==> src/design/pitt_pkg.sv <==
// Shared types and constants of the point-in-triangle test unit.
package pitt_pkg;

  localparam int unsigned CFG_W      = 16;
  localparam int unsigned CFG_IDX_W  = 3;
  localparam int unsigned TOL_W      = 16;
  localparam int unsigned TOL_FRAC   = 8;
  localparam int unsigned PIPE_DEPTH = 5;
  localparam int unsigned NUM_VTX    = 6;

  localparam logic [TOL_W-1:0] TOL_RESET = 16'd51;

  typedef enum logic [CFG_IDX_W-1:0] {
    CFG_AX  = 3'd0,
    CFG_AY  = 3'd1,
    CFG_BX  = 3'd2,
    CFG_BY  = 3'd3,
    CFG_CX  = 3'd4,
    CFG_CY  = 3'd5,
    CFG_TOL = 3'd6
  } cfg_idx_e;

  // Coordinate differences formed in the first stage.
  localparam int unsigned NUM_DIFF = 10;
  localparam int unsigned DF_BAX = 0;  // bx - ax
  localparam int unsigned DF_CAY = 1;  // cy - ay
  localparam int unsigned DF_BAY = 2;  // by - ay
  localparam int unsigned DF_CAX = 3;  // cx - ax
  localparam int unsigned DF_PAX = 4;  // px - ax
  localparam int unsigned DF_PAY = 5;  // py - ay
  localparam int unsigned DF_BPX = 6;  // bx - px
  localparam int unsigned DF_CPY = 7;  // cy - py
  localparam int unsigned DF_BPY = 8;  // by - py
  localparam int unsigned DF_CPX = 9;  // cx - px

  // Area k is MUL_L[2k]*MUL_R[2k] - MUL_L[2k+1]*MUL_R[2k+1].
  // Area 0 is the full triangle, areas 1..3 the sub-triangles.
  localparam int unsigned NUM_AREA = 4;
  localparam int unsigned NUM_MUL  = 2 * NUM_AREA;
  localparam int unsigned MUL_L [NUM_MUL] = '{DF_BAX, DF_BAY, DF_BPX, DF_BPY,
                                              DF_PAX, DF_PAY, DF_BAX, DF_BAY};
  localparam int unsigned MUL_R [NUM_MUL] = '{DF_CAY, DF_CAX, DF_CPY, DF_CPX,
                                              DF_CAY, DF_CAX, DF_PAY, DF_PAX};

endpackage

==> src/design/pitt_cfg.sv <==
// Configuration registers: triangle vertices and tolerance.
module pitt_cfg #(
  parameter int unsigned COORD_WIDTH = 16
) (
  input  logic                            clk_i,
  input  logic                            rst_ni,
  input  logic                            cfg_valid_i,
  input  logic [pitt_pkg::CFG_IDX_W-1:0]  cfg_index_i,
  input  logic [pitt_pkg::CFG_W-1:0]      cfg_data_i,
  output logic [COORD_WIDTH-1:0]          vtx_o [pitt_pkg::NUM_VTX],
  output logic [pitt_pkg::TOL_W-1:0]      tol_o
);
  import pitt_pkg::*;

  logic [CFG_W-1:0] vtx_q [NUM_VTX];
  logic [TOL_W-1:0] tol_q;

  always_ff @(posedge clk_i or negedge rst_ni) begin
    if (!rst_ni) begin
      for (int i = 0; i < NUM_VTX; i++) begin
        vtx_q[i] <= '0;
      end
      tol_q <= TOL_RESET;
    end else if (cfg_valid_i) begin
      unique case (cfg_index_i)
        CFG_AX:  vtx_q[0] <= cfg_data_i;
        CFG_AY:  vtx_q[1] <= cfg_data_i;
        CFG_BX:  vtx_q[2] <= cfg_data_i;
        CFG_BY:  vtx_q[3] <= cfg_data_i;
        CFG_CX:  vtx_q[4] <= cfg_data_i;
        CFG_CY:  vtx_q[5] <= cfg_data_i;
        CFG_TOL: tol_q    <= cfg_data_i[TOL_W-1:0];
        default: ;  // drop writes beyond the register list
      endcase
    end
  end

  // Take the low coordinate bits; a wider coordinate sees a non-negative value.
  for (genvar g = 0; g < NUM_VTX; g++) begin : g_vtx
    if (COORD_WIDTH <= CFG_W) begin : g_narrow
      assign vtx_o[g] = vtx_q[g][COORD_WIDTH-1:0];
    end else begin : g_wide
      assign vtx_o[g] = {{(COORD_WIDTH-CFG_W){1'b0}}, vtx_q[g]};
    end
  end

  assign tol_o = tol_q;

endmodule

==> config.mk <==
export PLATFORM = sky130hd
export DESIGN_NAME = pitt_cfg
export DESIGN_NICKNAME = d
export VERILOG_FILES = /design/src/design/pitt_pkg.sv /design/src/design/pitt_cfg.sv
export SDC_FILE = /design/constraint.sdc
export NUM_CORES = 1
export LEC_CHECK = 0
export ABC_AREA = 1
export BUFFER_PORTS_ARGS = -buffer_cell sky130_fd_sc_hd__buf_2
export CAP_MARGIN = 20
export CORE_ASPECT_RATIO = 2
export CORE_MARGIN = 3
export CORE_UTILIZATION = 55
export CTS_CLUSTER_DIAMETER = 60
export DETAILED_ROUTE_END_ITERATION = 7
export PLACE_DENSITY_LB_ADDON = 0.2
export SYNTH_ARGS = -nofsm -noshare
export SYNTH_HDL_FRONTEND = slang
export SYNTH_SLANG_ARGS = --single-unit
==> constraint.sdc <==
create_clock -name clk_i -period 1.8 [get_ports clk_i]
set_input_delay 0.18 -clock clk_i [delete_from_list [all_inputs] [get_ports clk_i]]
set_output_delay 0.18 -clock clk_i [all_outputs]
set_load 0.03 [all_outputs]
=== Word-level counts from Yosys, hierarchy flattened ===
Cells that the tools add are included.

* Output and inout bits: 112
* Input bits: 22
* Register bits: 112

* Reduce and logical (&&, ||, !) cells: 8
* Eq/ne operators: 6

{| class="wikitable"
|+ Operators by type and width
! operator !! number
|-
| $reduce_and 2->1 || 7
|-
| $eq 3x3->1 const B || 3
|-
| $eq 3x2->1 const B || 2
|-
| $eq 3x1->1 const B || 1
|-
| $logic_not 3->1 || 1
|}

=== Longest topological paths before layout ===
* Depth in word-level cells: 2
* Gate-level depth with buffers: 6
* Depth with buffers taken out: 5

=== Worst setup path before layout ===
OpenSTA, ideal clock, no wires.

* Path type: in2reg
* Start point: input cfg_index_i[2] (netlist bit)
* End point: register tol_q[10] (netlist: tol_o[10])
* Arrival: 0.915 ns
* Setup slack: 0.820 ns
* Setup time: 0.066 ns
* Buffers on the path: 1
* Stages: 6
* Path through: nand2_1 -> inv_2 -> nand2_2 -> clkbuf_1 -> nand2_1 -> nand2_1

* Cells in the longest elaborated chain, start to end: 2

{| class="wikitable"
|+ Ends and longest elaborated chain
! what !! line !! RTL
|-
| from (decl) || pitt_cfg.sv:8 || <nowiki>input logic [pitt_pkg::CFG_IDX_W-1:0] cfg_index_i,</nowiki>
|-
| $eq 3x3->1 || pitt_cfg.sv:25 || <nowiki>unique case (cfg_index_i)</nowiki>
|-
| $reduce_and 2->1 (no line) || - ||
|-
| to (signal assigned) || pitt_cfg.sv:32 || <nowiki>CFG_TOL: tol_q <= cfg_data_i[TOL_W-1:0];</nowiki>
|-
| to (decl) || pitt_cfg.sv:16 || <nowiki>logic [TOL_W-1:0] tol_q;</nowiki>
|}

No other way between the ends.
A chain may end at the register's enable or synchronous reset.

=== Final worst setup path ===
* Start point: register tol_q[5] (netlist: tol_o[5])
* End point: output tol_o[5] (netlist bit)

{| class="wikitable"
|+ RTL lines
! what !! line !! RTL
|-
| to (decl) || pitt_cfg.sv:11 || <nowiki>output logic [pitt_pkg::TOL_W-1:0] tol_o</nowiki>
|}

No word-level cell between the ends.

==> metrics <==
status complete, no violations; Initial Util a little under three fifths; final instance area 0.005520 mm^2; Area contributors post-synth dfrtp_1 (62%), nand2_1 (24%), nand3_1 (7.3%), dfstp_2 (2.4%), buf_2 (1.6%); DP Area ~0.0052 mm^2; sequential cell area fraction in the yosys report about 64%; Synth area leader dfrtp_1; Final TNS setup 0 ns; CTS root buf clkbuf_16; post-synth top area share between 60% and 70%; Synth Area in Simple Gates about 33%; CP endpoint kind output pin; Clock Tree Buf Depth 2; first-pass GRT wire length just under 20 mm; main combinational cell family by area after synthesis simple AND/OR/NAND/NOR gates; Pwr Density 1373 mW/mm^2; Fin. Hold Viols 0; Multi-input gate area about 0.0015 mm^2; delay-heaviest family, CP flip-flops; CP required roughly 1.6 ns; CTS Sinks ~110; setup violators final 0; xor/xnor share of the synthesized area 0%; initial antenna violation count 0; slowest cell delay on critical path between 0.5 and 0.6 ns; routed len/inst 16.97 um; vias in the first global route just under 4,000; Core Footprint 0.007657 mm^2; most common cell after layout, fill and taps aside nand2_1; # resized after CTS 0; post-CTS setup buffer count 0; fmax just under 800 MHz; clk_skew 0 ns; final worst slack 0.5248 ns; mapped cell area around 0.0044 mm^2; adder-cell share of the synthesized area 0%; row count 45; clock insertion delay at the later pin of the skew report approximately 0.34 ns; worst path bufs/invs 1; Placement Setup Slack about 0.38 ns; Final #Nets between 600 and 700; maxcap violations 0; die area between 0.009 and 0.01 mm^2; Ports between 100 and 150; Peak VDD IR just over 0.9 mV; antenna diode count 0; vias ~3,800; FF+latch area between 0.002 and 0.003 mm^2; relative slew slack between 40% and 50%; DRC 0; Period minus WS final between 1 and 1.5 ns; Antenna Violating Nets Remaining 0; clk slew on worst S/H paths 0.07 ns; worst slew pin tran ~0.76 ns; yosys warns 0; Final Wtd Congestion between 0.8 and 0.9; fin util between 70% and 80%; mux contribution to synthesized area 0%; WHS 0.1071 ns; post-synthesis compound-gate area fraction 0%; worst path cell trace buf_2; Overflow after GRT 0; RSZ-0062 raised after global routing no; pin count of the biggest net entering global routing 48; Post-Syn Instances approximately 490; Fillers 621; DRT iter0 DRCs about 360; area delta synth->final 25.73%; share of layout cells above drive strength 1 27.69%; Post-Route WL approximately 12 mm; H-Tree Depth 3; Global Route Usage Sum around 28%; total CTS buffers 9; synthesized flop and latch total 112; Port-buffer cells between 100 and 150; crit share post-route between 70% and 80%; Hold Path Class input pin to flip-flop; hpwl dp 8.721 mm; Syn Area/Cell ~8.9 um^2; post-synth cell types 12; Leak Pwr between 3 and 4 nW; worst setup path category flip-flop to output pin; most frequent cells in the layout nand2_1 (280), buf_2 (132), dfrtp_1 (108), nand3_1 (64), clkbuf_16 (9); Worst setup SP type flip-flop; cts hold-fix bufs 1; Net Count, Synth around 520; Pre-antenna DRT Iters 4; Vias/cell ~5.3; slowest CP cell dfstp_2; die height 132.4 um; R2R setup slack approximately 1.1 ns; Max Fanout on Critical Path 2; CTS tree yes; Die Wd 69.18 um; max-slew violation count 0; crit path DAT approximately 1.1 ns
routing by layer:
| metal | vias to the layer above | track usage [%] | share of wire (%) |
|---|---|---|---|
| li1 | 1803 | - | - |
| met1 | 1835 | 31.81 | 36 |
| met2 | 167 | 48.30 | 53 |
| met3 | 37 | 6.183 | 6.2 |
| met4 | 0 | 13.70 | 4.7 |
| met5 | - | 0 | 0 |
cell type report:
type	instances	share of cell area, %
Multi-Input combinational cell	355	26.45
Tap cell	94	2.131
Clock buffer	12	4.646
Timing Repair Buffer	144	14.32
Sequential cell	112	50.86
Inverter	6	0.4080
Clock inverter	3	1.179
per-stage QoR:
step	cells	power (W)
after CTS	726	0.007626
after floorplan	494	0.004683
after global routing	726	0.007906
final	726	0.007578
after detailed placement	710	0.005504
after global placement	710	0.005449
report_power, final:
| part | internal (W) | switching (W) | leakage [nW] |
|---|---|---|---|
| Combinational | 0.000564 | 0.00161 | 1.66 |
| Clock | 0.00129 | 0.000839 | 0.159 |
| Sequential | 0.00300 | 0.000280 | 1.40 |
cell families (layout without fill, tap and decap cells):
kind of cell,Yosys count,after routing
DFF,112,112
and+or+nand+nor,355,355
buffers and inverters,27,165
worst paths after layout:
check / from / to / depth (start not counted)
setup / recovery: tol_o[5]$_DFFE_PN1P_ / tol_o[5] / 1
hold / removal: cfg_data_i[0] / tol_o[0]$_DFFE_PN1P_ / 3
setup reg to reg: tol_o[5]$_DFFE_PN1P_ / tol_o[5]$_DFFE_PN1P_ / 2
hold reg to reg: vtx_o[73]$_DFFE_PN0P_ / vtx_o[73]$_DFFE_PN0P_ / 2
max in group asynchronous: rst_ni / tol_o[4]$_DFFE_PN1P_ / 3
min in group asynchronous: rst_ni / vtx_o[30]$_DFFE_PN0P_ / 2
synth_stat cells (all sizes together):
library cell	n
nor2	7
buf	15
clkbuf	6
dfstp	4
dfrtp	108
inv	6
nand2	284
nand3	64
registers in the layout, summed over array words and instances, names as in the netlist:
register and cells:
tol_o 16, vtx_o 96
Note: power is estimated with default switching activity, not from simulation.
