**src/design/pitt_pkg.sv**
```systemverilog
// Shared types and constants of the point-in-triangle test unit.
package pitt_pkg;

  localparam int unsigned CFG_W      = 16;
  localparam int unsigned CFG_IDX_W  = 3;
  localparam int unsigned TOL_W      = 16;
  localparam int unsigned TOL_FRAC   = 8;
  localparam int unsigned PIPE_DEPTH = 5;
  localparam int unsigned NUM_VTX    = 6;

  localparam logic [TOL_W-1:0] TOL_RESET = 16'd51;

  typedef enum logic [CFG_IDX_W-1:0] {
    CFG_AX  = 3'd0,
    CFG_AY  = 3'd1,
    CFG_BX  = 3'd2,
    CFG_BY  = 3'd3,
    CFG_CX  = 3'd4,
    CFG_CY  = 3'd5,
    CFG_TOL = 3'd6
  } cfg_idx_e;

  // Coordinate differences formed in the first stage.
  localparam int unsigned NUM_DIFF = 10;
  localparam int unsigned DF_BAX = 0;  // bx - ax
  localparam int unsigned DF_CAY = 1;  // cy - ay
  localparam int unsigned DF_BAY = 2;  // by - ay
  localparam int unsigned DF_CAX = 3;  // cx - ax
  localparam int unsigned DF_PAX = 4;  // px - ax
  localparam int unsigned DF_PAY = 5;  // py - ay
  localparam int unsigned DF_BPX = 6;  // bx - px
  localparam int unsigned DF_CPY = 7;  // cy - py
  localparam int unsigned DF_BPY = 8;  // by - py
  localparam int unsigned DF_CPX = 9;  // cx - px

  // Area k is MUL_L[2k]*MUL_R[2k] - MUL_L[2k+1]*MUL_R[2k+1].
  // Area 0 is the full triangle, areas 1..3 the sub-triangles.
  localparam int unsigned NUM_AREA = 4;
  localparam int unsigned NUM_MUL  = 2 * NUM_AREA;
  localparam int unsigned MUL_L [NUM_MUL] = '{DF_BAX, DF_BAY, DF_BPX, DF_BPY,
                                              DF_PAX, DF_PAY, DF_BAX, DF_BAY};
  localparam int unsigned MUL_R [NUM_MUL] = '{DF_CAY, DF_CAX, DF_CPY, DF_CPX,
                                              DF_CAY, DF_CAX, DF_PAY, DF_PAX};

endpackage

```
**src/design/pitt_cmp.sv**
```systemverilog
// Stages 4 and 5: area excess, then compare against the tolerance.
module pitt_cmp #(
  parameter int unsigned COORD_WIDTH   = 16,
  parameter int unsigned FRACTION_BITS = 4
) (
  input  logic                            clk_i,
  input  logic                            rst_ni,
  input  logic                            valid_i,
  input  logic [2*COORD_WIDTH+2:0]        area_i [pitt_pkg::NUM_AREA],
  input  logic [pitt_pkg::TOL_W-1:0]      tol_i,
  output logic                            valid_o,
  output logic                            covered_o
);
  import pitt_pkg::*;

  localparam int unsigned AW    = 2 * COORD_WIDTH + 3;
  localparam int unsigned EW    = AW + 2;
  localparam int unsigned LW    = EW + TOL_FRAC;
  localparam int unsigned RW    = TOL_W + 2 * FRACTION_BITS;
  localparam int unsigned CMP_W = (LW > RW) ? LW : RW;

  logic [EW-1:0]    excess_d, excess_q;
  logic [CMP_W-1:0] lhs, rhs;
  logic             valid1_q, valid2_q, covered_q;

  // Absolute sub-areas sum to at least the full area, so the excess never goes negative.
  assign excess_d = EW'(area_i[1]) + EW'(area_i[2]) + EW'(area_i[3]) - EW'(area_i[0]);

  always_ff @(posedge clk_i) begin
    excess_q <= excess_d;
  end

  // Align both sides to the same fraction: excess * 2^8 < tol * 2^(2F).
  assign lhs = CMP_W'(excess_q) << TOL_FRAC;
  assign rhs = CMP_W'(tol_i) << (2 * FRACTION_BITS);

  always_ff @(posedge clk_i) begin
    covered_q <= lhs < rhs;
  end

  always_ff @(posedge clk_i or negedge rst_ni) begin
    if (!rst_ni) begin
      valid1_q <= 1'b0;
      valid2_q <= 1'b0;
    end else begin
      valid1_q <= valid_i;
      valid2_q <= valid1_q;
    end
  end

  assign valid_o   = valid2_q;
  assign covered_o = covered_q & valid2_q;

endmodule

```
**config.mk**
```make
export PLATFORM = sky130hd
export DESIGN_NAME = pitt_cmp
export DESIGN_NICKNAME = d
export VERILOG_FILES = /design/src/design/pitt_pkg.sv /design/src/design/pitt_cmp.sv
export SDC_FILE = /design/constraint.sdc
export NUM_CORES = 1
export LEC_CHECK = 0
export BUFFER_PORTS_ARGS = -buffer_cell sky130_fd_sc_hd__clkbuf_2
export CORE_MARGIN = 2
export CORE_UTILIZATION = 49
export CTS_BUF_LIST = sky130_fd_sc_hd__clkbuf_16
export DETAILED_ROUTE_END_ITERATION = 8
export GPL_TIMING_DRIVEN = 0
export PLACE_DENSITY = 0.87
export SLEW_MARGIN = 20
export SYNTH_ARGS = -nofsm -noshare
export SYNTH_HDL_FRONTEND = slang
export SYNTH_SLANG_ARGS = --single-unit
```
**constraint.sdc**
```tcl
create_clock -name clk_i -period 2.45 [get_ports clk_i]
set_clock_uncertainty 0.2 [all_clocks]
set_input_delay 0.735 -clock clk_i [delete_from_list [all_inputs] [get_ports clk_i]]
set_output_delay 0.735 -clock clk_i [all_outputs]
set_load 0.03 [all_outputs]
```
# Yosys cells after proc, flatten, opt, wreduce, memory -nomap -nowiden
# Index checks and enable logic that the tools add are counted.
# op_classes
addsub,3
mul,0
div_mod_pow,0
order_cmp,1
n_eq_ne,0
shift,0
n_mux,0
n_bitwise,1
n_reduce_logical,0
# op_table
operator,count
less-than comparator 45 x 24 -> 1 bit,1
adder 36 x 35 -> 37 bit,1
subtractor 37 x 35 -> 37 bit,1
adder 35 x 35 -> 36 bit,1
AND 1 bit,1
# word_totals
reg_bits,40
latch_bits,0
ramBits,0
mem_bits_ro,0
input_bits,159
output_inout_bits,2
wordCells,9
memories,0

# Longest topological paths before layout
# logic_depth
word_depth,3
ltp_mapped,14
ltp_nobuf,14

# Worst setup path before layout
# OpenSTA, ideal clock, no wires.
# synth_timing
path_type,input port to flip-flop
start,input area_i[1] (netlist name)
end,register excess_q[33]
setup_time_ns,0.124
t_arrival_ns,3.717
t_required_ns,2.126
setup_slack_ns,-1.591
stages,13
path_buffers,0
path_cell_list,fa_1 inv_1 fa_1 inv_1 ha_1 fa_1 a21o_1 a221oi_2 o31a_4 a21oi_2 a41o_1 a31oi_1 xnor2_1
# synth_via
elab_chain_cells,2
# synth_lines
element,line_no,rtl
from (decl),pitt_cmp.sv:9,"input logic [2*COORD_WIDTH+2:0] area_i [pitt_pkg::NUM_AREA],"
adder 36 x 35 -> 37 bit,pitt_cmp.sv:27,assign excess_d = EW'(area_i[1]) + EW'(area_i[2]) + EW'(area_i[3]) - EW'(area_i[0]);
subtractor 37 x 35 -> 37 bit,pitt_cmp.sv:27,
named net excess_d[33],pitt_cmp.sv:22,"logic [EW-1:0] excess_d, excess_q;"
to (signal assigned),pitt_cmp.sv:30,excess_q <= excess_d;
to (decl),pitt_cmp.sv:22,
# The timed path passes the listed nets, and every way through them passes these cells.

# Worst setup path in the final report
# layout_timing
start,input area_i[1] (netlist name)
end,register excess_q[35]
# Same word-level chain as after synthesis.

==> metrics.cfg <==
[global_routing]
antenna_found_initial = 0
track_usage_pct = 20.89
grt_pass1_wl_mm = 20.39
first_global_vias = 4981
grt_max_degree = 15
gr-total-overflow = 0

[clock_tree]
numCtsBuffers = 5
cts_root_buffer = clkbuf_16
htree_levels = 2
cts_tree = yes
clk_pin_slew_ns = 0.06
clock_path_buffers = 2
clk_latency_ns = 0.28
cts_sinks = 40
hold_buffers = 0

[power]
leakage_nw = 4.180
clockPowerShare_pct = 11.4
switching_share_pct = 42.75
p_int_mw = 3.732
switching_power_mw = 2.787
power_density_nw_per_um2 = 861.3
vdd_drop_max_mv = 0.4247
p_comb_share_pct = 71.7
p_seq_share_pct = 16.9

[placed_design]
gp_congestion = 0.8714
post-place-ws_ns = -1.930
hpwlAfterDp_mm = 9.562
place_area_sq_um = 6616
portBuffers = 160

[worst_setup_path]
slowest_delay_ns = 0.54
endpoint_kind = flip-flop
worst-r2r-setup-slack_ns = 0.38
cp.buffers_inverters = 3
crit_slowest_cell = fa_1
timing.rr.end = covered_q
path_delay_family = adder cells
worstSetupStartpointType = input pin
critPathMaxFanout = 4
r2r_cells = 8
crit_arrival_ns = 3.93
reg2reg_from = excess_q[6]
path_cells = buf_6, fa_1, inv_2, fa_1, inv_2, ha_4, fa_2, a21o_1, a221oi_4, o31a_4, nor4b_4, a31oi_4, nand2_2, a311oi_1
cp_data_required_time_ns = 2.43
worstSetupPathType = in -> reg

[layout]
seq_area_sq_um = 810.8
fin_area_sq_um = 7569
area_growth_pct = 39.57
drive_gt1_share_pct = 36.48
fillers = 771
n_antenna_cell = 0
multi_input_area_sq_um = 4347
final_cell_mix = inv_1, clkbuf_2, fa_1, dfxtp_1, ha_1
layout.core_utilization_pct = 69.82
final_common_cell = inv_1
nets = 1126

[die]
coreArea_sq_um = 10840
die_y_microns = 109.2
pin_count = 161
start_util_pct = 50.02
core.rowCount = 38
die_x_microns = 109.2
die_area_sq_um = 11920

[routing]
ant_nets = 0
wl_per_cell_microns = 13.76
dr.pass1.iters = 4
routed_wl_mm = 13.59
vias = 4915
drc_errors = 0
initialDrtViolationCount = 230
viasPerCell = 4.980

[synth]
syn-cell-area_sq_um = 5423
synth_seq_cells = 40
async_flop_share_pct = 5.000
ys_warn_count = 0
synth_flop_cell = dfxtp_1
syn_avg_cell_area_sq_um = 8.407
synth_fp_nets = 925
synth-edff-count = 0
syn-instance-count = 645
ys_types = 63
seq_area_frac_synth_pct = 14.95

[run_status]
violations = setup timing
run_status = complete, but fails checks

[sta]
rsz0062_at_grt = true
slew-limit-headroom_pct = 67.13
drv_slew = 0
tightest_slew_ns = 0.4907
worst_slack_ns = -1.509
setup_tns_ns = -40.91
hold_ws_ns = 0.03213
fin_crit_ns = 3.959
fin_crit_sh_pct = 161.6
setup_viol = 35
fmax_mhz = 252.6
hold_viol = 0

[hold_path]
hold_class = in -> async

[run]
drv_cap = 0

-- layout make-up --
| cell class | count | area share, % |
|---|---|---|
| sequential | 40 | 10.71 |
| inverter | 223 | 11.06 |
| timing repair buffer | 197 | 15.42 |
| tap | 140 | 2.314 |
| buffer | 8 | 0.7770 |
| clock buffer | 5 | 1.653 |
| multi-input combinational | 371 | 57.43 |
| clock inverter | 3 | 0.6282 |
-- metal layers --
layer | GRT usage [%] | vias up | part of all wire, %
met1 | 24.75 | 2320 | 37
met3 | 2.809 | 27 | 5.8
met5 | 0 | - | 0
met4 | 2.532 | 0 | 2.3
li1 | - | 2414 | -
met2 | 40.86 | 154 | 55
-- metrics by stage --
stage	instances	power, mW
CTS	968	5.819
detailed placement	945	4.559
floorplan	645	3.791
global placement	945	4.459
global route	987	7.017
finish	987	6.519
-- synthesized netlist by cell type (all sizes together), types with 2 or more instances --
cell     instances  area, sq um
nand2b           2        12.51
nand2           26        97.59
ha              51        638.1
inv            223        837.1
o21bai           4        30.03
o21ai           18        93.84
o31ai            2        28.78
a21oi           40        211.5
clkbuf           9        33.78
a211oi           3        22.52
a21boi           4        30.03
o211ai           2        20.02
or4              2        18.77
nor4             5        31.28
a21o            25        188.9
o221ai           2        17.52
nand3b           2        15.01
xor2            14        122.6
nand4            7        43.79
o2111ai          2        23.77
and2             4        26.28
and4             6        53.80
buf              2        10.01
a221oi           4        41.29
nor3             2        10.01
and3             5        31.28
a41oi            3        33.79
dfrtp            2        50.05
dfxtp           38        760.7
nor2            16        60.06
nor2b            4        25.02
a311oi           3        26.28
a31oi            6        37.54
o21a             3        23.77
a31o             2        26.28
xnor2           17        148.9
fa              70         1401
nand3            5        25.02
-- kinds of logic after synthesis --
kind of cell / after synthesis / synth area share (%)
AND/OR/NAND/NOR: 90 / 9.022
flip-flops: 40 / 14.95
AO/OA/AOI/OAI: 127 / 16.78
adder cells (fa/ha/maj): 121 / 37.61
multiplexers: 2 / 0.3922
buffers and inverters: 234 / 16.24
XOR/XNOR: 31 / 5.007
-- what timing repair did --
item                                    in CTS  in global routing
gates resized for setup                     47                 60
cloned                                       0                  0
endpoints found under the setup margin      35                 36
pin swaps                                   35                 37
setup buffers                               18                 22
-- flip-flops by register name, indices dropped and copies added, names as in the netlist --
register,count
valid_o,1
valid1_q,1
covered_q,1
excess_q,37
-- power groups by stage --
stage	Combinational, mW	Clock [mW]	Sequential (mW)
final	4.67	0.743	1.10
after global routing	5.11	0.782	1.13
after CTS	3.98	0.749	1.09
after detailed placement	3.46	0	1.10
after global placement	3.37	0	1.09
after floorplan	2.72	0	1.07
-- worst max path at each step --
stage | from | endpoint | slack (ns) | depth (start not counted)
detailed placement | area_i[1] | excess_q[35] | -1.93 | 14
CTS | area_i[1] | excess_q[35] | -1.45 | 14
finish | area_i[1] | excess_q[35] | -1.51 | 14
global route | area_i[26] | excess_q[35] | -1.63 | 13
global placement | area_i[28] | excess_q[35] | -1.92 | 14
floorplan | area_i[1] | excess_q[31] | -1.46 | 13
Power figures use the tool's default switching activity.
