**config.mk**
```make
export PLATFORM = sky130hd
export DESIGN_NAME = pitt_diff
export DESIGN_NICKNAME = d
export VERILOG_FILES = /design/src/design/pitt_pkg.sv /design/src/design/pitt_diff.sv
export SDC_FILE = /design/constraint.sdc
export NUM_CORES = 1
export LEC_CHECK = 0
export BUFFER_PORTS_ARGS = -buffer_cell sky130_fd_sc_hd__buf_2
export CORE_MARGIN = 4
export CORE_UTILIZATION = 58
export CTS_CLUSTER_SIZE = 30
export DETAILED_ROUTE_END_ITERATION = 16
export MAX_ROUTING_LAYER = met4
export PLACE_DENSITY = 0.95
export SETUP_SLACK_MARGIN = 0.4
export SLEW_MARGIN = 10
export SYNTH_ARGS = -nofsm -noshare
export SYNTH_HDL_FRONTEND = slang
export SYNTH_SLANG_ARGS = --single-unit
```
**constraint.sdc**
```tcl
create_clock -name clk_i -period 1.65 [get_ports clk_i]
set_clock_uncertainty 0.15 [all_clocks]
set_input_delay 0.33 -clock clk_i [delete_from_list [all_inputs] [get_ports clk_i]]
set_output_delay 0.33 -clock clk_i [all_outputs]
set_load 0.01 [all_outputs]
```
**src/design/pitt_pkg.sv**
```systemverilog
// Shared types and constants of the point-in-triangle test unit.
package pitt_pkg;

  localparam int unsigned CFG_W      = 16;
  localparam int unsigned CFG_IDX_W  = 3;
  localparam int unsigned TOL_W      = 16;
  localparam int unsigned TOL_FRAC   = 8;
  localparam int unsigned PIPE_DEPTH = 5;
  localparam int unsigned NUM_VTX    = 6;

  localparam logic [TOL_W-1:0] TOL_RESET = 16'd51;

  typedef enum logic [CFG_IDX_W-1:0] {
    CFG_AX  = 3'd0,
    CFG_AY  = 3'd1,
    CFG_BX  = 3'd2,
    CFG_BY  = 3'd3,
    CFG_CX  = 3'd4,
    CFG_CY  = 3'd5,
    CFG_TOL = 3'd6
  } cfg_idx_e;

  // Coordinate differences formed in the first stage.
  localparam int unsigned NUM_DIFF = 10;
  localparam int unsigned DF_BAX = 0;  // bx - ax
  localparam int unsigned DF_CAY = 1;  // cy - ay
  localparam int unsigned DF_BAY = 2;  // by - ay
  localparam int unsigned DF_CAX = 3;  // cx - ax
  localparam int unsigned DF_PAX = 4;  // px - ax
  localparam int unsigned DF_PAY = 5;  // py - ay
  localparam int unsigned DF_BPX = 6;  // bx - px
  localparam int unsigned DF_CPY = 7;  // cy - py
  localparam int unsigned DF_BPY = 8;  // by - py
  localparam int unsigned DF_CPX = 9;  // cx - px

  // Area k is MUL_L[2k]*MUL_R[2k] - MUL_L[2k+1]*MUL_R[2k+1].
  // Area 0 is the full triangle, areas 1..3 the sub-triangles.
  localparam int unsigned NUM_AREA = 4;
  localparam int unsigned NUM_MUL  = 2 * NUM_AREA;
  localparam int unsigned MUL_L [NUM_MUL] = '{DF_BAX, DF_BAY, DF_BPX, DF_BPY,
                                              DF_PAX, DF_PAY, DF_BAX, DF_BAY};
  localparam int unsigned MUL_R [NUM_MUL] = '{DF_CAY, DF_CAX, DF_CPY, DF_CPX,
                                              DF_CAY, DF_CAX, DF_PAY, DF_PAX};

endpackage

```
**src/design/pitt_diff.sv**
```systemverilog
// Stage 1: coordinate differences between the vertices and between the point and the vertices.
module pitt_diff #(
  parameter int unsigned COORD_WIDTH = 16
) (
  input  logic                          clk_i,
  input  logic                          rst_ni,
  input  logic                          valid_i,
  input  logic [COORD_WIDTH-1:0]        point_x_i,
  input  logic [COORD_WIDTH-1:0]        point_y_i,
  input  logic [COORD_WIDTH-1:0]        vtx_i [pitt_pkg::NUM_VTX],
  output logic                          valid_o,
  output logic signed [COORD_WIDTH:0]   diff_o [pitt_pkg::NUM_DIFF]
);
  import pitt_pkg::*;

  localparam int unsigned DW = COORD_WIDTH + 1;

  logic signed [DW-1:0] ax, ay, bx, by, cx, cy, px, py;
  logic signed [DW-1:0] diff_d [NUM_DIFF];
  logic signed [DW-1:0] diff_q [NUM_DIFF];
  logic                 valid_q;

  assign ax = $signed({vtx_i[0][COORD_WIDTH-1], vtx_i[0]});
  assign ay = $signed({vtx_i[1][COORD_WIDTH-1], vtx_i[1]});
  assign bx = $signed({vtx_i[2][COORD_WIDTH-1], vtx_i[2]});
  assign by = $signed({vtx_i[3][COORD_WIDTH-1], vtx_i[3]});
  assign cx = $signed({vtx_i[4][COORD_WIDTH-1], vtx_i[4]});
  assign cy = $signed({vtx_i[5][COORD_WIDTH-1], vtx_i[5]});
  assign px = $signed({point_x_i[COORD_WIDTH-1], point_x_i});
  assign py = $signed({point_y_i[COORD_WIDTH-1], point_y_i});

  always_comb begin
    diff_d[DF_BAX] = bx - ax;
    diff_d[DF_CAY] = cy - ay;
    diff_d[DF_BAY] = by - ay;
    diff_d[DF_CAX] = cx - ax;
    diff_d[DF_PAX] = px - ax;
    diff_d[DF_PAY] = py - ay;
    diff_d[DF_BPX] = bx - px;
    diff_d[DF_CPY] = cy - py;
    diff_d[DF_BPY] = by - py;
    diff_d[DF_CPX] = cx - px;
  end

  always_ff @(posedge clk_i or negedge rst_ni) begin
    if (!rst_ni) begin
      valid_q <= 1'b0;
    end else begin
      valid_q <= valid_i;
    end
  end

  always_ff @(posedge clk_i) begin
    diff_q <= diff_d;
  end

  assign valid_o = valid_q;
  assign diff_o  = diff_q;

endmodule

```
==> results of run 1 <==
==> per-stage QoR <==
stage          cells  setup TNS, ns
3_5_place_dp    2246         -78.65
3_3_place_gp    2246         -68.77
2_1_floorplan   1321         -19.33
==> cell families after synthesis <==
| group | Yosys count | synth area share |
|---|---|---|
| xor gates and xnor gates | 109 | 0.0831 |
| adders and majority gates | 170 | 0.192 |
| muxes | 9 | 0.00817 |
| DFF | 171 | 0.298 |
| and+or+nand+nor | 337 | 0.149 |
| buffers and inverters | 144 | 0.0475 |
| AOI/OAI and AO/OA | 381 | 0.222 |
==> flow_metrics.env, run 1 <==
export IMPL_synth_area_um2=11500
export IMPL_netlist_area_leader_share=0.296
export IMPL_gp_congestion=1.04
export IMPL_cts_repair_resized=461
export IMPL_cts_num_sinks=171
export IMPL_floorplan_io_pins=302
export IMPL_yosysTopAreaCell="sky130_fd_sc_hd__dfxtp_1"
export IMPL_cts_inserted_buffers=17
export IMPL_fp_row_count=51
export IMPL_post_synth_main_area_contributors="sky130_fd_sc_hd__dfxtp_1 (30%), sky130_fd_sc_hd__ha_1 (17%), sky130_fd_sc_hd__xnor2_1 (6.3%)"
export IMPL_net_count_after_synthesis=1622
export IMPL_place_port_buffers=301
export IMPL_synth_commonest_cells="sky130_fd_sc_hd__dfxtp_1 (170), sky130_fd_sc_hd__ha_1 (160), sky130_fd_sc_hd__inv_1 (124)"
export IMPL_synth_flop_cell="sky130_fd_sc_hd__dfxtp_1"
export IMPL_die_height_um=149
export IMPL_floorplan_initialDensity=0.590
export IMPL_last_stage_the_flow_got_to="clock tree synthesis (4_1_cts)"
export IMPL_ctsRootBufferMaster="sky130_fd_sc_hd__clkbuf_16"
export IMPL_status="aborted with a tool error"
export IMPL_dpl_hpwl_um=42100
export IMPL_synth_seq_cells=171
export IMPL_async_reset_ff_frac=0.00585
export IMPL_cells_after_synthesis=1321
export IMPL_synthesis_yosys_warnings=0
export IMPL_most_numerous_cell_in_the_yosys_netlist="sky130_fd_sc_hd__dfxtp_1"
export IMPL_seq_area_frac_synth=0.298
export IMPL_dpl_cell_area_um2=17500
export IMPL_number_of_synthesized_flops_with_an_enable_pin=0
export IMPL_cts_post_setup_buffers_inserted=83
export IMPL_fp_dieW_um=149
export IMPL_run_stopping_error="[ERROR DPL-0038] Utilization greater than 100%, impossible to legalize"
export IMPL_cts_hold_fix_buffers=2
export IMPL_yosysUniqueCellTypes=79
export IMPL_avgSynthCellArea_um2=8.70
export IMPL_place_ws_ns=-0.938
export IMPL_clockBufferDepth=2
export IMPL_h_tree_depth=4
==> run 2, diff against run 1 <==
--- a/config.mk
+++ b/config.mk
@@ -7,12 +7,9 @@
 export LEC_CHECK = 0
 export BUFFER_PORTS_ARGS = -buffer_cell sky130_fd_sc_hd__buf_2
 export CORE_MARGIN = 4
-export CORE_UTILIZATION = 58
-export CTS_CLUSTER_SIZE = 30
+export CORE_UTILIZATION = 40
 export DETAILED_ROUTE_END_ITERATION = 16
-export MAX_ROUTING_LAYER = met4
-export PLACE_DENSITY = 0.95
-export SETUP_SLACK_MARGIN = 0.4
+export PLACE_DENSITY_LB_ADDON = 0.15
 export SLEW_MARGIN = 10
 export SYNTH_ARGS = -nofsm -noshare
 export SYNTH_HDL_FRONTEND = slang
==> run 2 against run 1 <==
The flow now finishes, with violations (setup timing). Synthesized cell count stayed put. Synthesized area unchanged.
==> flow_metrics.env, run 2 <==
export IMPL_worstSetupPathType="input port to flip-flop"
export IMPL_gp_congestion=0.931
export IMPL_tightest_slew_ns=0.551
export IMPL_failed_checks="setup timing"
export IMPL_critical_path_top_delay_family="compound AO/OA/AOI/OAI gates"
export IMPL_synthToLayoutAreaGrowth_pct=76.6
export IMPL_setup_violations=91
export IMPL_worst_hold_path_endpoint="diff_o[85]"
export IMPL_max_reg_flops=170
export IMPL_yosysUniqueCellTypes=79
export IMPL_total_switching_power_mw=5.91
export IMPL_crit_top_cell="sky130_fd_sc_hd__a21oi_2"
export IMPL_net_count_after_synthesis=1622
export IMPL_cpPeakStageDelay_ns=0.36
export IMPL_first_iter_violations=647
export IMPL_drv_slew=0
export IMPL_relSlewSlack=0.628
export IMPL_max_cap_viol_count=0
export IMPL_timing_fmax_mhz=511
export IMPL_power_frac_seq=0.308
export IMPL_synth_xor_area_frac=0.0831
export IMPL_cell_internal_pwr_mw=11.1
export IMPL_final_period_utilization=1.19
export IMPL_cellLeakagePower_nw=9.62
export IMPL_leading_cell_type_in_the_layout_fill_and_taps_excluded="sky130_fd_sc_hd__buf_4"
export IMPL_drtPass1Iterations=5
export IMPL_worstHoldStart="vtx_i[80]"
export IMPL_drive_gt1_frac=0.532
export IMPL_fin_ws_ns=-0.306
export IMPL_path_depth=10
export IMPL_seq_area_frac_synth=0.298
export IMPL_grt_pass1_vias=13100
export IMPL_synth_area_um2=11500
export IMPL_place_port_buffers=301
export IMPL_fp_row_count=61
export IMPL_most_common_layout_cells="sky130_fd_sc_hd__buf_4 (410), sky130_fd_sc_hd__buf_2 (271), sky130_fd_sc_hd__dfxtp_1 (170)"
export IMPL_number_of_synthesized_flops_with_an_enable_pin=0
export IMPL_most_numerous_cell_in_the_yosys_netlist="sky130_fd_sc_hd__dfxtp_1"
export IMPL_global_route_overflow_total=0
export IMPL_post_drt_via_cell_ratio=5.12
export IMPL_design_die_area_um2=31500
export IMPL_cts_tree="built"
export IMPL_synth_simple_area_share=0.149
export IMPL_synth_flop_cell="sky130_fd_sc_hd__dfxtp_1"
export IMPL_synth_commonest_cells="sky130_fd_sc_hd__dfxtp_1 (170), sky130_fd_sc_hd__ha_1 (160), sky130_fd_sc_hd__inv_1 (124)"
export IMPL_grt_antenna_before_repair=3
export IMPL_synthAdderAreaFrac=0.192
export IMPL_power_per_cell_area_nw_per_um2=841
export IMPL_n_fill_cell=2120
export IMPL_cts_num_sinks=171
export IMPL_worstPathBufferInverterCount=2
export IMPL_routedWlPerCell_um=17.2
export IMPL_crit_path_top_delay_cell="sky130_fd_sc_hd__fa_2"
export IMPL_critical_path_cell_chain="buf_12 -> inv_16 -> ha_4 -> fa_2 -> nor2b_4 -> o31a_1 -> nand4_1 -> a21oi_2 -> a21oi_2 -> mux2_4"
export IMPL_largest_family_of_logic_cells_by_synthesized_area="compound AO/OA/AOI/OAI gates"
export IMPL_detailroute_via_count=12700
export IMPL_synth_mux_area_frac=0.00817
export IMPL_power_share_clock=0.249
export IMPL_avgSynthCellArea_um2=8.70
export IMPL_floorplan_io_pins=302
export IMPL_drc=0
export IMPL_cells_after_synthesis=1321
export IMPL_grt_first_pass_wirelength_um=65600
export IMPL_ctsRootBufferMaster="sky130_fd_sc_hd__clkbuf_16"
export IMPL_status="complete, but fails checks"
export IMPL_setup_repair_after_global_routing_missed_its_margin="yes"
export IMPL_grt_use_total=0.262
export IMPL_layout_core_utilization=0.722
export IMPL_dpl_hpwl_um=34100
export IMPL_yosysTopAreaCell="sky130_fd_sc_hd__dfxtp_1"
export IMPL_synthesis_yosys_warnings=0
export IMPL_cts_clk_slew_worst_paths_ns=0.07
export IMPL_power_mw=17.1
export IMPL_holdCritPathClass="input port to flip-flop"
export IMPL_worstPathRequired_ns=1.82
export IMPL_clockBufferDepth=2
export IMPL_netlist_area_leader_share=0.296
export IMPL_cts_inserted_buffers=17
export IMPL_synth_compound_area_frac=0.222
export IMPL_core_area_um2=28100
export IMPL_worstHoldPathCells=3
export IMPL_routed_wl_um=42500
export IMPL_place_ws_ns=-0.930
export IMPL_grt_start_max_net_pins=17
export IMPL_global_route_usage_met2=0.490
export IMPL_fin_nets=2384
export IMPL_cp_end_kind="flip-flop"
export IMPL_h_tree_depth=4
export IMPL_grt_met1_usage=0.296
export IMPL_antenna_cells=0
export IMPL_cp_arrival_ns=2.13
export IMPL_fraction_of_power_spent_switching_nets=0.346
export IMPL_synth_seq_cells=171
export IMPL_hold_viol_final=0
export IMPL_async_reset_ff_frac=0.00585
export IMPL_fp_dieW_um=177
export IMPL_worst_path_max_fanout=3
export IMPL_crit_path_start_kind="input port"
export IMPL_peakVddDrop_mv=0.622
export IMPL_post_synth_main_area_contributors="sky130_fd_sc_hd__dfxtp_1 (30%), sky130_fd_sc_hd__ha_1 (17%), sky130_fd_sc_hd__xnor2_1 (6.3%)"
export IMPL_globalRoute_busiestLayer="met2"
export IMPL_floorplan_initialDensity=0.409
export IMPL_die_height_um=177
export IMPL_layout_min_cycle_time_ns=1.96
export IMPL_ant_nets=0
export IMPL_combinationalPowerShare=0.443
export IMPL_grt_use_met3=0.0452
==> run 2: through the flow <==
stage | TNS [ns] | hold slack, ns | area, µm² | cells
floorplan | -19.32 | -0.116 | 12900 | 1321
global placement | -73.51 | -0.0458 | 17900 | 2394
detailed placement | -76.62 | -0.0429 | 17900 | 2394
CTS | -9.04 | 0.00893 | 19500 | 2450
global route | -15.32 | 0.00933 | 20300 | 2474
finish | -10.77 | 0.0202 | 20300 | 2474
==> run 2: final cells by class <==
cell class                      count  area [µm²]  share of cell area
Timing Repair Buffer              763        5520               0.272
Multi-Input combinational cell   1006        9630               0.475
Clock buffer                       19         433              0.0213
Tap cell                          378         473              0.0233
Sequential cell                   171        3430               0.169
Clock inverter                     13         158             0.00777
Inverter                          124         652              0.0321
==> run 2: what timing repair did <==
| item | CTS | global route |
|---|---|---|
| pin swaps | 141 | 109 |
| setup endpoints to repair | 103 | 97 |
| hold buffers | 2 | 0 |
| endpoints found under the hold margin | 2 | 0 |
| resized for setup | 195 | 118 |
| setup buffers | 27 | 30 |
==> run 2: worst max path at each step <==
stage | to | start
detailed placement | diff_o[29] | vtx_i[32]
floorplan | diff_o[129] | vtx_i[32]
global placement | diff_o[29] | vtx_i[32]
global route | diff_o[135] | vtx_i[32]
finish | diff_o[135] | vtx_i[32]
CTS | diff_o[135] | vtx_i[32]
==> run 2: cells by family after synthesis <==
family | after synthesis
flip-flops | 171
adder cells (fa/ha/maj) | 170
AO/OA/AOI/OAI | 381
XOR/XNOR | 109
AND/OR/NAND/NOR | 337
buffers and inverters | 144
multiplexers | 9
==> run 2: tightest hold or removal path, cell delays in order <==
cell and delay [ns]:
sky130_fd_sc_hd__buf_12 0.10, sky130_fd_sc_hd__ha_4 0.12, sky130_fd_sc_hd__inv_1 0.03
==> run 2: layer usage <==
metal / part of all wire / vias to the layer above
met5: 0.0010 / -
met4: 0.032 / 6
met3: 0.052 / 79
met2: 0.52 / 343
met1: 0.40 / 5942
li1: - / 6293
==> run 2: power by group through the flow <==
stage	logic (mW)	clock network [mW]	registers (mW)
finish	7.56	4.24	5.26
global route	8.17	4.49	5.32
CTS	7.15	4.37	5.26
detailed placement	6.67	0	5.35
global placement	6.57	0	5.35
floorplan	3.10	0	5.77
Power figures use the tool's default switching activity.
